[src/design/tmaf_pkg.sv]
package tmaf_pkg;

    // Field and state widths
    localparam int SAMPLE_W = 12;
    localparam int SUM_W    = 18;
    localparam int IDX_W    = 6;

    // Numerator after rounding offset can carry one bit past the sum
    localparam int NUM_W       = SUM_W + 1;
    // Reciprocal scale: exact floor division for NUM_W-bit values, divisor below 2**IDX_W
    localparam int RECIP_SHIFT = NUM_W + IDX_W;
    localparam int RECIP_W     = RECIP_SHIFT + 1;

    localparam int BLOCK_SAMPLES_DEF = 10;

    typedef logic [SAMPLE_W-1:0] sample_t;
    typedef logic [SUM_W-1:0]    sum_t;
    typedef logic [IDX_W-1:0]    idx_t;
    typedef logic [NUM_W-1:0]    num_t;

    localparam sample_t SAMPLE_MAX = '1;

    // Closed block statistics handed from the accumulator to the divider
    typedef struct packed {
        sum_t    sum;
        sample_t max_s;
        sample_t min_s;
    } block_stats_t;

endpackage

[src/design/tmaf_accum.sv]
module tmaf_accum
    import tmaf_pkg::*;
#(
    parameter int BLOCK_SAMPLES = BLOCK_SAMPLES_DEF
) (
    input  logic         aclk,
    input  logic         aresetn,
    input  logic         s_valid,
    output logic         s_ready,
    input  sample_t      s_sample,
    output logic         blk_valid,
    input  logic         blk_ready,
    output block_stats_t blk
);

    localparam int   LastInt  = (BLOCK_SAMPLES > 1) ? BLOCK_SAMPLES - 1 : 0;
    localparam idx_t LAST_IDX = IDX_W'(LastInt);

    idx_t         idx_reg, idx_next;
    sample_t      max_reg, max_next;
    sample_t      min_reg, min_next;
    sum_t         sum_reg, sum_next;
    logic         blk_valid_reg, blk_valid_next;
    block_stats_t blk_reg, blk_next;

    sample_t mx, mn;
    sum_t    sum_new;
    logic    is_last;
    logic    accept;

    // Running statistics including the incoming sample
    assign mx      = (s_sample > max_reg) ? s_sample : max_reg;
    assign mn      = (s_sample < min_reg) ? s_sample : min_reg;
    assign sum_new = sum_reg + SUM_W'(s_sample);
    assign is_last = !(idx_reg < LAST_IDX);

    // Samples inside a block never wait; the closing sample needs the hand-off slot
    assign s_ready = !is_last || !blk_valid_reg || blk_ready;
    assign accept  = s_valid && s_ready;

    // Next state
    always_comb begin
        idx_next       = idx_reg;
        max_next       = max_reg;
        min_next       = min_reg;
        sum_next       = sum_reg;
        blk_next       = blk_reg;
        blk_valid_next = blk_valid_reg && !blk_ready;
        if (accept) begin
            if (is_last) begin
                idx_next       = '0;
                max_next       = '0;
                min_next       = SAMPLE_MAX;
                sum_next       = '0;
                blk_next.sum   = sum_new;
                blk_next.max_s = mx;
                blk_next.min_s = mn;
                blk_valid_next = 1'b1;
            end else begin
                idx_next = idx_reg + idx_t'(1);
                max_next = mx;
                min_next = mn;
                sum_next = sum_new;
            end
        end
    end

    always_ff @(posedge aclk) begin
        if (!aresetn) begin
            idx_reg       <= '0;
            max_reg       <= '0;
            min_reg       <= SAMPLE_MAX;
            sum_reg       <= '0;
            blk_valid_reg <= 1'b0;
        end else begin
            idx_reg       <= idx_next;
            max_reg       <= max_next;
            min_reg       <= min_next;
            sum_reg       <= sum_next;
            blk_valid_reg <= blk_valid_next;
        end
    end

    // Payload register, no reset
    always_ff @(posedge aclk) begin
        blk_reg <= blk_next;
    end

    assign blk_valid = blk_valid_reg;
    assign blk       = blk_reg;

endmodule

[src/design/tmaf_divider.sv]
module tmaf_divider
    import tmaf_pkg::*;
#(
    parameter int BLOCK_SAMPLES = BLOCK_SAMPLES_DEF
) (
    input  logic         aclk,
    input  logic         aresetn,
    input  logic         blk_valid,
    output logic         blk_ready,
    input  block_stats_t blk,
    output logic         quot_valid,
    input  logic         quot_ready,
    output num_t         quot
);

    localparam int DIVISOR = (BLOCK_SAMPLES > 2) ? BLOCK_SAMPLES - 2 : 1;
    localparam int HALF    = DIVISOR / 2;
    // ceil(2**RECIP_SHIFT / DIVISOR)
    localparam logic [RECIP_W-1:0] RECIP =
        RECIP_W'(((64'd1 << RECIP_SHIFT) + 64'(DIVISOR) - 64'd1) / 64'(DIVISOR));

    logic num_valid_reg, num_valid_next;
    num_t num_reg, num_next;
    logic quot_valid_reg, quot_valid_next;
    num_t quot_reg, quot_next;

    logic                     num_ready;
    sum_t                     extrema;
    sum_t                     trimmed;
    logic [NUM_W+RECIP_W-1:0] product;

    assign num_ready = !quot_valid_reg || quot_ready;
    assign blk_ready = !num_valid_reg || num_ready;

    // Drop one max and one min, floor at zero, add the rounding offset
    assign extrema = SUM_W'(blk.max_s) + SUM_W'(blk.min_s);
    assign trimmed = (blk.sum >= extrema) ? blk.sum - extrema : '0;

    // Divide by the block divisor via scaled reciprocal
    assign product = (NUM_W+RECIP_W)'(num_reg) * (NUM_W+RECIP_W)'(RECIP);

    always_comb begin
        num_valid_next  = num_valid_reg;
        num_next        = num_reg;
        quot_valid_next = quot_valid_reg;
        quot_next       = quot_reg;
        if (blk_ready) begin
            num_valid_next = blk_valid;
            num_next       = NUM_W'(trimmed) + NUM_W'(HALF);
        end
        if (num_ready) begin
            quot_valid_next = num_valid_reg;
            quot_next       = product[RECIP_SHIFT +: NUM_W];
        end
    end

    always_ff @(posedge aclk) begin
        if (!aresetn) begin
            num_valid_reg  <= 1'b0;
            quot_valid_reg <= 1'b0;
        end else begin
            num_valid_reg  <= num_valid_next;
            quot_valid_reg <= quot_valid_next;
        end
    end

    always_ff @(posedge aclk) begin
        num_reg  <= num_next;
        quot_reg <= quot_next;
    end

    assign quot_valid = quot_valid_reg;
    assign quot       = quot_reg;

endmodule

[src/design/trimmed_mean_adc_filter_core.sv]
// Trimmed-mean ADC block filter.
// Input channel (s_valid/s_ready/s_sample): one raw 12-bit ADC sample per request.
// Result channel (m_valid/m_ready/m_average): one 12-bit average per block of
// BLOCK_SAMPLES samples, the rounded-half-up mean of the block with one largest
// and one smallest sample removed.
// Throughput: one sample per cycle. Samples inside a block are always taken at
// once; only the closing sample of a block can wait, when the pipeline behind
// the accumulator is full.
// Path: the edge that takes the closing sample loads the statistics register;
// the trimmed numerator, reciprocal product and output registers follow in
// that order, and m_valid rises with the output register.
// The divide is a constant-reciprocal multiply, one stage.
// Receiver stall: the output register and the two inner stages hold their data;
// the accumulator keeps taking samples and stalls only on a closing sample that
// finds all stages occupied. No request is dropped.
// Reset (aresetn low, synchronous): block counter, max, min and sum return to
// their start values and all stage valid flags clear.
module trimmed_mean_adc_filter_core
    import tmaf_pkg::*;
#(
    parameter int BLOCK_SAMPLES = BLOCK_SAMPLES_DEF
) (
    input  logic    aclk,
    input  logic    aresetn,
    input  logic    s_valid,
    output logic    s_ready,
    input  sample_t s_sample,
    output logic    m_valid,
    input  logic    m_ready,
    output sample_t m_average
);

    logic         blk_valid, blk_ready;
    block_stats_t blk;
    logic         quot_valid, quot_ready;
    num_t         quot;

    logic    m_valid_reg, m_valid_next;
    sample_t avg_reg, avg_next;

    tmaf_accum #(
        .BLOCK_SAMPLES(BLOCK_SAMPLES)
    ) u_accum (
        .aclk     (aclk),
        .aresetn  (aresetn),
        .s_valid  (s_valid),
        .s_ready  (s_ready),
        .s_sample (s_sample),
        .blk_valid(blk_valid),
        .blk_ready(blk_ready),
        .blk      (blk)
    );

    tmaf_divider #(
        .BLOCK_SAMPLES(BLOCK_SAMPLES)
    ) u_divider (
        .aclk      (aclk),
        .aresetn   (aresetn),
        .blk_valid (blk_valid),
        .blk_ready (blk_ready),
        .blk       (blk),
        .quot_valid(quot_valid),
        .quot_ready(quot_ready),
        .quot      (quot)
    );

    // Output register with saturation to the sample range
    assign quot_ready = !m_valid_reg || m_ready;

    always_comb begin
        m_valid_next = m_valid_reg && !m_ready;
        avg_next     = avg_reg;
        if (quot_ready) begin
            m_valid_next = quot_valid;
            avg_next     = (quot > NUM_W'(SAMPLE_MAX)) ? SAMPLE_MAX : quot[SAMPLE_W-1:0];
        end
    end

    always_ff @(posedge aclk) begin
        if (!aresetn) begin
            m_valid_reg <= 1'b0;
        end else begin
            m_valid_reg <= m_valid_next;
        end
    end

    always_ff @(posedge aclk) begin
        avg_reg <= avg_next;
    end

    assign m_valid   = m_valid_reg;
    assign m_average = avg_reg;

endmodule

[config.mk]
export PLATFORM = sky130hd
export DESIGN_NAME = trimmed_mean_adc_filter_core
export DESIGN_NICKNAME = d
export VERILOG_FILES = /design/src/design/tmaf_pkg.sv /design/src/design/tmaf_accum.sv /design/src/design/tmaf_divider.sv /design/src/design/trimmed_mean_adc_filter_core.sv
export SDC_FILE = /design/constraint.sdc
export NUM_CORES = 1
export LEC_CHECK = 0
export ABC_CLOCK_PERIOD_IN_PS = 10110
export BUFFER_PORTS_ARGS = -buffer_cell sky130_fd_sc_hd__buf_2
export CAP_MARGIN = 25
export CORE_AREA = 5 5 146 148
export DETAILED_ROUTE_END_ITERATION = 8
export DIE_AREA = 0 0 151 153
export SLEW_MARGIN = 20
export SYNTH_ARGS = -nofsm -noshare
export SYNTH_HDL_FRONTEND = slang
export SYNTH_SLANG_ARGS = --single-unit
[constraint.sdc]
create_clock -name aclk -period 10.11 [get_ports aclk]
set_clock_uncertainty 0.1 [all_clocks]
set_input_delay 2.022 -clock aclk [delete_from_list [all_inputs] [get_ports aclk]]
set_output_delay 2.022 -clock aclk [all_outputs]
set_load 0.005 [all_outputs]
* Yosys cells after proc, flatten, opt, wreduce, memory -nomap -nowiden
Index checks and enable logic that the tools add are counted.
** Cells by class
- $lt $le $gt $ge :: 5
- Mux-type cells :: 10
- Reductions and logical operators :: 15
- Add/sub/neg operators :: 5
- Bitwise logic cells :: 1
** Operator list (count)
- 12-bit two-way mux :: 4
- 18-bit two-way mux :: 2
- 18-bit by 3-bit adder with 19-bit output (second input constant) :: 1
- 18-bit by 12-bit adder with 18-bit output :: 1
- 18-bit >= comparator :: 1
- 18-bit subtractor :: 1
- 16-bit by 12-bit > comparator with 1-bit output (second input constant) :: 1
- 12-bit by 12-bit adder with 13-bit output :: 1
- 12-bit > comparator :: 1
- 12-bit less-than comparator :: 1
- 6-bit by 1-bit adder with 6-bit output (second input constant) :: 1
- 1-bit zero test :: 6
- 6-bit by 4-bit less-than comparator with 1-bit output (second input constant) :: 1
- 6-bit two-way mux :: 1
- 1-bit logical OR :: 5
- 1-bit logical AND :: 3
- 1-bit two-way mux :: 3
- 2-bit AND reduction :: 1
- 1-bit inverter :: 1
** Storage, ports and cells
- Logic and storage cells :: 50
- Input bits :: 16
- Register bits after elaboration :: 141
- Output and inout port bits :: 14

* Longest topological paths before layout
- Word-level depth :: 8
- Depth in mapped cells :: 26
- Mapped depth without buffers :: 24

* Modules after synthesis
A second synthesis with hierarchy kept.
** Second synthesis, totals
- Cell total of the unflattened synthesis :: 762
- Area, all modules :: 7975.1 um2
** Modules (own cells, without submodules)
- tmaf_accum :: times used 1, area an instance 4649.5 um2, sequential area each 2242.2 um2, cells an instance 441
- tmaf_divider :: times used 1, area an instance 2760.1 um2, sequential area each 1001.0 um2, cells an instance 276
- trimmed_mean_adc_filter_core :: times used 1, area an instance 565.5 um2, sequential area each 380.4 um2, cells an instance 45

* Least setup slack after synthesis
Ideal clock, no wire load.
- Path type :: register to register
- From :: register u_accum.blk_reg (netlist bit u_accum.blk[0])
- To :: register u_divider.num_reg[14] (data pin)
- Clock period less this slack :: 5826 ps
- Path slack :: 4284 ps
- Buffers on the path :: 2
- Data required time :: 9744 ps
- Arrival time :: 5460 ps
- Stages on the path, launching flop included :: 27
- Setup time :: 266 ps
- Path through :: edfxtp_1 ha_1 fa_1 a21o_1 a21oi_1 o21bai_1 a21oi_1 o21bai_1 a21oi_1 o21bai_1 a21oi_1 xor2_1 ha_1 clkbuf_2 nand4b_1 or2_1 a211o_2 and2_4 clkbuf_1 a211oi_1 ha_1 o311ai_0 or4_4 nor4_2 nand2_1 xnor2_1 nor2_1
** On the way
- Word-level cells in the longest chain between the ends :: 4
- Elaborated cells between the ends (all ways) :: 5
- Classes of those cells :: 3 x add/sub; 1 x order compare; 1 x mux
** Ends and longest elaborated chain
- from (decl) :: RTL line tmaf_accum.sv:24 : block_stats_t blk_reg, blk_next;
- from (signal assigned) :: RTL line tmaf_accum.sv:86 : blk_reg <= blk_next;
- 12-bit by 12-bit adder with 13-bit output (*) :: RTL line tmaf_divider.sv:36 : assign extrema = SUM_W'(blk.max_s) + SUM_W'(blk.min_s);
- 18-bit subtractor / 18-bit >= comparator (equally long branches) :: RTL line tmaf_divider.sv:37 : assign trimmed = (blk.sum >= extrema) ? blk.sum - extrema : '0;
- 18-bit two-way mux (*) :: RTL line tmaf_divider.sv:37
- 18-bit by 3-bit adder with 19-bit output (*) :: RTL line tmaf_divider.sv:49 : num_next = NUM_W'(trimmed) + NUM_W'(HALF);
- to (signal assigned) :: RTL line tmaf_divider.sv:68 : num_reg <= num_next;
- to (decl) :: RTL line tmaf_divider.sv:23 : num_t num_reg, num_next;
Mark *: on every way between the ends. The rest lies on a longest branch, timed or not.
A chain may end at the register's enable or synchronous reset.

* Worst setup path after layout
Ends and elaborated chain as after synthesis.

==> flow_metrics.env <==
export IMPL_power_density_nw_per_um2=154
export IMPL_ys_seq_area_share_pct=46.7
export IMPL_viasPerCell=5.16
export IMPL_path_clk_slew_ns=0.06
export IMPL_dieArea_um2=23100
export IMPL_switching_share_pct=24.2
export IMPL_start_kind="flip-flop"
export IMPL_p_switching_w=0.000326
export IMPL_ys_warn_count=0
export IMPL_fin_crit_ns=6.13
export IMPL_run_status="complete, no violations"
export IMPL_place_hpwl_um=11100
export IMPL_cts_sinks=138
export IMPL_wire_per_inst_um=14.8
export IMPL_fin_tns_setup_ns=0
export IMPL_maxCapViolations=0
export IMPL_worstHoldPathType="reg -> reg"
export IMPL_crit_family="compound AO/OA/AOI/OAI gates"
export IMPL_vias=5267
export IMPL_syn_inst=708
export IMPL_syn_area_um2=7760
export IMPL_pwr_share_comb_pct=10.3
export IMPL_antenna_found_initial=0
export IMPL_synth_fp_nets=789
export IMPL_synth_top_area_share_pct=33.3
export IMPL_area_delta_synth_final_pct=12.7
export IMPL_ant_nets=0
export IMPL_start_util_pct=39.0
export IMPL_die_height_um=153
export IMPL_slowest_stage="or4_4"
export IMPL_coreArea_um2=19900
export IMPL_synth_area_leader_cell="edfxtp_1"
export IMPL_hold_depth=0
export IMPL_slowest_delay_ns=0.58
export IMPL_final_cell_mix="86 x edfxtp_1, 63 x ha_1, 52 x dfxtp_1, 42 x inv_1, 38 x nand2_1"
export IMPL_worstHoldStart="u_divider.num_reg[16]"
export IMPL_path_common_cell="a21oi_1"
export IMPL_rows=52
export IMPL_grt_overflow_total=0
export IMPL_dieWidth_um=151
export IMPL_cts_buffers=17
export IMPL_r2r_start="u_accum.blk[0]"
export IMPL_drcViolationCount=0
export IMPL_synth_cell_type_count=74
export IMPL_peakVddDrop_v=0.000109
export IMPL_async_flop_share_pct=0
export IMPL_pin_count=30
export IMPL_synth_seq_cells=138
export IMPL_final_net_count=818
export IMPL_grt_pass1_wl_um=25400
export IMPL_clk_latency_ns=0.42
export IMPL_gp_congestion=0.824
export IMPL_cts_resized_gates=0
export IMPL_final_util_pct=44.0
export IMPL_largest_register_ffs=42
export IMPL_rr_endpoint="u_divider.num_reg[14]"
export IMPL_grtUsageTotal_pct=13.7
export IMPL_io_buffers=29
export IMPL_p_seq_share_pct=46.3
export IMPL_final_common_cell="edfxtp_1"
export IMPL_crit_chain="ha_1 -> fa_1 -> a21o_1 -> a21oi_1 -> o21bai_1 -> a21oi_1 -> o21bai_1 -> a21oi_1 -> o21bai_1 -> a21oi_1 -> xor2_1 -> ha_1 -> nand4b_1 -> or2_1 -> a211o_2 -> and2_4 -> a211oi_1 -> ha_1 -> o311ai_0 -> or4_4 -> nor4_2 -> nand2_1 -> xnor2_1 -> nor2_1"
export IMPL_cts_hold_repair_buffers=0
export IMPL_path_buf_inv=0
export IMPL_drt_wl_total_um=15100
export IMPL_rsz0062_at_grt="no"
export IMPL_drive_above_1_share_pct=13.9
export IMPL_antenna_cells=0
export IMPL_grt_max_degree=44
export IMPL_max_slew_margin_pct=36.5
export IMPL_power_leakage_nw=3.48
export IMPL_synth_edf_count=86
export IMPL_drt_iter0_drc=256
export IMPL_avgSynthCellArea_um2=11.0
export IMPL_setup_violations_final=0
export IMPL_crit_required_ns=10.18
export IMPL_synth_ff_type="edfxtp_1"
export IMPL_cts_setup_buffers=0
export IMPL_grt_pass1_vias=5303
export IMPL_clockBufferDepth=2
export IMPL_end_kind="flip-flop"
export IMPL_clkPwrFrac_pct=43.3
export IMPL_worstPathMaxFanout=13
export IMPL_maxSlewViolCount=0
export IMPL_htreeDepth=4
export IMPL_finalCritPeriodShare_pct=60.6
export IMPL_power_internal_w=0.00102
export IMPL_worst_endpoint_arrival_ns=6.20
export IMPL_cts_tree="done"
export IMPL_hold_end="u_divider.quot[13]"
export IMPL_max_clock_freq_mhz=163
export IMPL_tightest_slew_ns=0.950
export IMPL_critPathKind="reg -> reg"
export IMPL_r2r_slack_ns=3.98
export IMPL_drtPass1Iterations=5
export IMPL_r2r_cells=24
export IMPL_root_buffer="clkbuf_16"
export IMPL_ys_top_cells_by_area="edfxtp_1 33%, dfxtp_1 13%, ha_1 10%"
export IMPL_hold_violations=0
## power by group through the flow
stage          Clock [W]  Combinational, W  Sequential [W]
6_report        0.000584          0.000139        0.000624
5_1_grt         0.000623          0.000157        0.000625
4_1_cts         0.000597          0.000140        0.000624
3_5_place_dp           0          0.000138        0.000636
3_3_place_gp           0          0.000132        0.000635
2_1_floorplan          0          0.000105        0.000632
## cells in the mapped netlist, types with 19 or more instances
cell type and number:
edfxtp_1 86, ha_1 63, dfxtp_1 52, inv_1 42, nand2_1 38, a21oi_1 35, nor2_1 35, nor2b_1 31
xnor2_1 30, mux2_2 22, a22oi_1 21, nand2b_1 19, o21ai_0 19
## worst register-to-register path, cell delays in order (launching register included)
cell and delay (ns):
edfxtp_1 0.37, ha_1 0.23, fa_1 0.40, a21o_1 0.17, a21oi_1 0.21, o21bai_1 0.09
a21oi_1 0.22, o21bai_1 0.09, a21oi_1 0.22, o21bai_1 0.11, a21oi_1 0.18, xor2_1 0.09
ha_1 0.43, nand4b_1 0.17, or2_1 0.28, a211o_2 0.31, and2_4 0.22, a211oi_1 0.24
ha_1 0.22, o311ai_0 0.27, or4_4 0.58, nor4_2 0.38, nand2_1 0.11, xnor2_1 0.14
nor2_1 0.05
## worst max path at each step
stage                         from               endpoint  slack (ns)  cells after the start
finish              u_accum.blk[0]  u_divider.num_reg[14]        3.98                     24
global route        u_accum.blk[1]  u_divider.num_reg[14]        3.45                     23
CTS                 u_accum.blk[0]  u_divider.num_reg[14]        3.92                     24
detailed placement  u_accum.blk[0]  u_divider.num_reg[14]        3.95                     24
global placement    u_accum.blk[0]  u_divider.num_reg[14]        4.08                     24
floorplan           u_accum.blk[0]  u_divider.num_reg[14]        4.28                     26
## kinds of logic (layout without fill, tap and decap cells)
group | count (synthesis) | count (layout) | share of synthesized area [%]
xor gates and xnor gates | 46 | 46 | 5.19
buffers and inverters | 67 | 109 | 3.43
and+or+nand+nor | 199 | 199 | 14.5
adders and majority gates | 65 | 65 | 10.7
muxes | 34 | 34 | 4.74
AOI/OAI and AO/OA | 159 | 159 | 14.9
DFF | 138 | 138 | 46.7
## final cells by class
cell class	count	area, µm²
repair buffers	35	198
inverters	42	158
flip-flops and latches	138	3620
clock buffers	24	494
well taps	270	338
fillers	1884	11200
multi-input cells	503	3880
clock inverters	8	61.3
## layer usage
metal	up-vias	part of all wire (%)	wire length, µm	track usage (%)
met1	2496	46	6890	17.2
li1	2678	-	-	-
met5	-	0	0	0
met2	81	50	7610	23.4
met3	12	3.4	510	2.93
met4	0	0.87	131	4.45
## stage by stage
stage	total power (W)	worst slack, ns	instance area, µm²	hold WS, ns	std cells
floorplan	0.000737	4.28	7760	0.300	708
global placement	0.000767	4.08	8180	0.303	986
detailed placement	0.000774	3.95	8190	0.305	987
CTS	0.00136	3.92	8750	0.319	1019
global route	0.00140	3.45	8750	0.321	1020
finish	0.00135	3.98	8750	0.318	1020
Note: power is estimated with default switching activity, not from simulation.
